### config.mk
export PLATFORM = sky130hd
export DESIGN_NAME = pist_queue
export DESIGN_NICKNAME = d
export VERILOG_FILES = /design/src/pist_pkg.sv /design/src/pist_queue.sv
export SDC_FILE = /design/constraint.sdc
export NUM_CORES = 1
export LEC_CHECK = 0
export ABC_AREA = 1
export BUFFER_PORTS_ARGS = -buffer_cell sky130_fd_sc_hd__buf_2
export CAP_MARGIN = 20
export CORE_AREA = 2 2 347 349
export CTS_CLUSTER_DIAMETER = 60
export DETAILED_ROUTE_END_ITERATION = 16
export DIE_AREA = 0 0 349 351
export SYNTH_ARGS = -nofsm -noshare
export SYNTH_HDL_FRONTEND = slang
export SYNTH_SLANG_ARGS = --single-unit
### constraint.sdc
create_clock -name clock -period 48.6 [get_ports clock]
set_input_delay 2.43 -clock clock [delete_from_list [all_inputs] [get_ports clock]]
set_output_delay 2.43 -clock clock [all_outputs]
set_load 0.02 [all_outputs]
### src/pist_pkg.sv
package pist_pkg;

   localparam int CoordBits = 24;
   localparam int TolBits = 40;
   localparam int RoleBits = 3;
   // difference of two coordinates
   localparam int DiffBits = CoordBits + 1;
   // product of two differences, and the 2x2 minor
   localparam int ProdBits = 2 * DiffBits;
   localparam int MinorBits = ProdBits + 1;
   // accumulator wide enough for any 3x3 determinant or triangle sum
   localparam int AccBits = DiffBits + MinorBits + 3;

   localparam logic [RoleBits-1:0] RolePoint = 3'd0;
   localparam logic [RoleBits-1:0] RoleV2 = 3'd3;
   localparam logic [RoleBits-1:0] RoleV3 = 3'd4;

   localparam logic CsrMode = 1'b0;
   localparam logic CsrTol = 1'b1;

   typedef logic signed [CoordBits-1:0] coord_type;

   // job handed from the front to the back: a snapshot of all coordinates
   typedef struct packed {
      logic three_d;
      logic [TolBits-1:0] tol;
      coord_type [2:0] pnt;
      coord_type [11:0] vtx;
   } job_type;

   typedef enum logic [2:0] {
      ST_IDLE,
      ST_MINOR,
      ST_TERM,
      ST_TERMH,
      ST_NEXT,
      ST_TRI,
      ST_TRIC,
      ST_DONE
   } back_state_type;

endpackage

### src/pist_queue.sv
module pist_queue (
   input  logic clock,
   input  logic reset,
   input  logic in_valid,
   output logic in_ready,
   input  pist_pkg::job_type in_job,
   output logic out_valid,
   input  logic out_ready,
   output pist_pkg::job_type out_job
);
   // two-entry queue
   pist_pkg::job_type [1:0] mem_ff;
   logic wp_ff, rp_ff;
   logic [1:0] cnt_ff;
   logic push, pop;

   assign in_ready = cnt_ff != 2'd2;
   assign out_valid = cnt_ff != 2'd0;
   assign out_job = mem_ff[rp_ff];
   assign push = in_valid && in_ready;
   assign pop = out_valid && out_ready;

   always_ff @(posedge clock) begin
      if (push) mem_ff[wp_ff] <= in_job;
   end

   always_ff @(posedge clock) begin
      if (reset) begin
         wp_ff <= 1'b0;
         rp_ff <= 1'b0;
         cnt_ff <= 2'd0;
      end else begin
         if (push) wp_ff <= ~wp_ff;
         if (pop) rp_ff <= ~rp_ff;
         cnt_ff <= cnt_ff + {1'b0, push} - {1'b0, pop};
      end
   end
endmodule

Word-level counts from Yosys, hierarchy flattened
Index checks and enable logic that the tools add are counted.
{"block": "totals", "regBits": 806, "in_bits": 405}
{"block": "classes", "add_sub_neg": 2, "muxes": 5, "bitwise_logic": 2, "eq_ne": 1, "order_cmp": 3, "reduce_logical": 4}
{"cell": "$mux W401", "n": 3}
{"cell": "$bwmux W802", "n": 1}
{"cell": "$demux W401 S1", "n": 1}
{"cell": "$lt A1 B2 Y1 const B", "n": 2}
{"cell": "$logic_and A1 B1 Y1", "n": 3}
{"cell": "$add A2 B1 Y2", "n": 1}
{"cell": "$ne A2 B2 Y1 const B", "n": 1}
{"cell": "$not A1 Y1", "n": 2}
{"cell": "$reduce_bool A2 Y1", "n": 1}
{"cell": "$sub A2 B1 Y2", "n": 1}
{"cell": "$ge A1 B1 Y1 const B", "n": 1}

Longest topological paths before layout
{"block": "depth", "depth_word": 5, "depth_mapped": 11}

Worst setup path after synthesis
No wires, ideal clock.
{"block": "synth_path", "path_kind": "in2reg", "startpoint": "input port in_valid", "endpoint": "register mem_ff[401] (netlist name), enable pin", "setup_time_ns": 1.177, "arrival_ns": 19.183, "n_path_buf": 0, "stages": 2, "slack_ns": 28.240, "cell_sequence": "nand2_1 > nor2_1"}
{"block": "synth_via", "elab_chain_len": 1}
{"element": "start: declaration", "line_no": "pist_queue.sv:4", "source": "input logic in_valid,"}
{"element": "$logic_and A1 B1 Y1", "line_no": "pist_queue.sv:20", "source": "assign push = in_valid && in_ready;"}
{"element": "end signal: indexed assignment", "line_no": "pist_queue.sv:24", "source": "if (push) mem_ff[wp_ff] <= in_job;"}
{"element": "end: declaration", "line_no": "pist_queue.sv:12", "source": "pist_pkg::job_type [1:0] mem_ff;"}
Every way passes these cells.
A chain may end at the register's enable or synchronous reset.

==> impl_results.md <==
* CP max stage delay at 0.87 ns
* Die X at 349 um
* Crit path arrival time at 4.20 ns
* Multi-input gate area at 4630 um2
* Resize count post-CTS at 0
* Top delay family on crit path: buffers and inverters
* Slew HR at 25.7%
* Place WS at 41.57 ns
* Outcome: complete, no violations
* Power Dens Cells at 56.2 nW/um2
* Fin nets at 3363
* Final TNS setup at 0 ns
* FMAX at 151 MHz
* Fin. Hold Viols at 0
* Post-CTS Setup Bufs at 0
* Rows at 127
* Worst hold path class: reg -> reg
* Capture point of the worst reg-to-reg path: mem_ff[502]
* CP required at 46.17 ns
* WHS Path Cells at 2
* Number of buffers created by CTS at 89
* Final clock skew at 0.0258 ns
* Max clock buf depth at 3
* Per-cell routed wire length at 16.8 um
* Area grow syn2layout at 27.4%
* RSZ-0062 raised after global routing: false
* Final Max Tran Viols at 0
* Post-synthesis cell type count at 16
* Mean area per synthesized cell at 13.9 um2
* Initial DRC Count at 1119
* ANT nets after route at 0
* Sink Count at 806
* Final period utilization at 13.6%
* Post-Syn Area at 29600 um2
* Mapped Nets at 2534
* Most frequent cells in the layout: nand2_1, buf_2, edfxtp_1
* Skew-Pair Late Insertion Delay at 0.68 ns
* Peak VDD IR at 34.2 uV
* # DRC at 0
* Initial Util at 24.8%
* Max_cap viols at 0
* Vias in the first global route at 17791
* Filler cells at 11840
* Synth Warn # at 0
* Drt pass-1 iters at 5
* Cells after Synth at 2128
* CP Buf/Inv Count at 4
* Reg area at 24200 um2
* Clk pin slew, worst setup/hold paths at 0.06 ns
* Grt ovf at 0
* Register-to-Register Setup Slack at 43.68 ns
* Crit path kind: reg -> out
* #FFs+latches synth at 806
* Critical Path Sink Type: output pin
* TritonCTS clock tree: built
* Worst Tran Pin Value at 1.11 ns
* Critical Path Start Type: flip-flop
* Layout cells sized above 1 at 31.2%
* Initial antenna violation count at 21
* R2r startpoint: cnt_ff[0]
* Post-CTS Hold Buffers at 0
* Final setup fails at 0
* Io pins at 808
* Worst hold start: wp_ff
* Seq/Total Area, Yosys at 81.8%
* H-tree levels at 3
* Core Box Area at 119000 um2
* Final Power at 2120 uW
* Crit-path most repeated cell: buf_4
* Die Y at 351 um
* Slowest cell on crit path: buf_4
* Hold endpoint: wp_ff
* First-pass GRT wire length at 108000 um
* PortBufs at 807
* Largest net degree at the start of global routing at 193
* Final wirelength at 76800 um
* Worst Reg2Reg Path Length in Cells at 8
* Post-route setup slack at 41.97 ns
* Crit-path cells: buf_4 > buf_4 > buf_4 > nand2_1 > nand2_1 > buf_2
* Commonest non-fill, non-tap cell in the layout: nand2_1
* CP Max Fanout at 87
* Via count at 18586
* Die Area at 122000 um2
* Static leakage at 0.0157 uW
* Gr usage total at 11.8%
* Core Util, Final at 31.6%
* CTS Root Cell: clkbuf_16
* Vias per Instance at 4.05
* Fin crit period at 6.63 ns
* DPL Wire Length at 51700 um
* GPL Wtd Cong at 0.777
[layout make-up]
cell class	count	share of cell area, %
antenna	13	0.0864
inverter	9	0.123
timing repair buffer	827	11.2
clock buffer	115	6.23
multi-input combinational	1224	12.3
clock inverter	43	0.807
sequential	806	64.2
tap	1548	5.14
[worst max path at each step]
stage	slack (ns)	to	cells after the start	from
2_1_floorplan	28.24	mem_ff[401]	2	in_valid
3_3_place_gp	41.65	mem_ff[442]	7	in_valid
3_5_place_dp	41.57	mem_ff[442]	7	in_valid
4_1_cts	41.87	out_job[201]	6	rp_ff
5_1_grt	41.67	out_job[201]	6	rp_ff
6_report	41.97	out_job[150]	6	rp_ff
[cell families after synthesis]
family / count (synthesis) / synth area share (%)
AOI/OAI and AO/OA: 3 / 0.0508
xor gates and xnor gates: 1 / 0.0296
adders and majority gates: 1 / 0.0423
buffers and inverters: 98 / 2.63
DFF: 806 / 81.8
and+or+nand+nor: 1219 / 15.5
[registers in the layout, summed over array words and instances (netlist names)]
register / flops
wp_ff: 1
mem_ff: 802
rp_ff: 1
cnt_ff: 2
[routing by layer]
metal | vias to the layer above | GRT usage [%] | share of wire [%]
met5 | - | 0 | 0.11
met2 | 705 | 20.7 | 51
met3 | 152 | 4.18 | 8.6
li1 | 8896 | - | -
met1 | 8821 | 12.4 | 36
met4 | 12 | 6.28 | 4.0
[worst min-delay path: cells and delay by family (launching register included)]
family,cells,cell delay (ns)
compound gates,1,0.13
flops,1,0.34
simple gates,1,0.05
[where the power goes]
group / switching (uW) / internal (uW) / leakage, uW
sequential: 23.9 / 883 / 0.00753
clock: 270 / 343 / 0.00129
combinational: 447 / 152 / 0.00684
total: 741 / 1380 / 0.0157
[per-stage QoR]
step	instance area, um2	cells	hold slack (ns)
floorplan	29600	2128	0.496
global placement	35000	4414	0.586
detailed placement	35000	4414	0.570
CTS	37600	4572	0.581
global route	37700	4581	0.613
finish	37700	4585	0.576
[cell usage after synthesis]
cell type  count  area (um2)
nand3_1        1        5.00
a21oi_1        2        10.0
buf_4         14         105
buf_8          1        15.0
nand2_1     1209        4540
inv_1          8        30.0
dfxtp_1        4        80.1
ha_1           1        12.5
inv_4          1        6.26
xnor2_1        1        8.76
o21ai_0        1        5.00
nor3_1         2        10.0
nor2_1         7        26.3
buf_2         34         170
buf_6         40         450
edfxtp_1     802       24100
No activity file was read; power rests on OpenSTA's default activity.
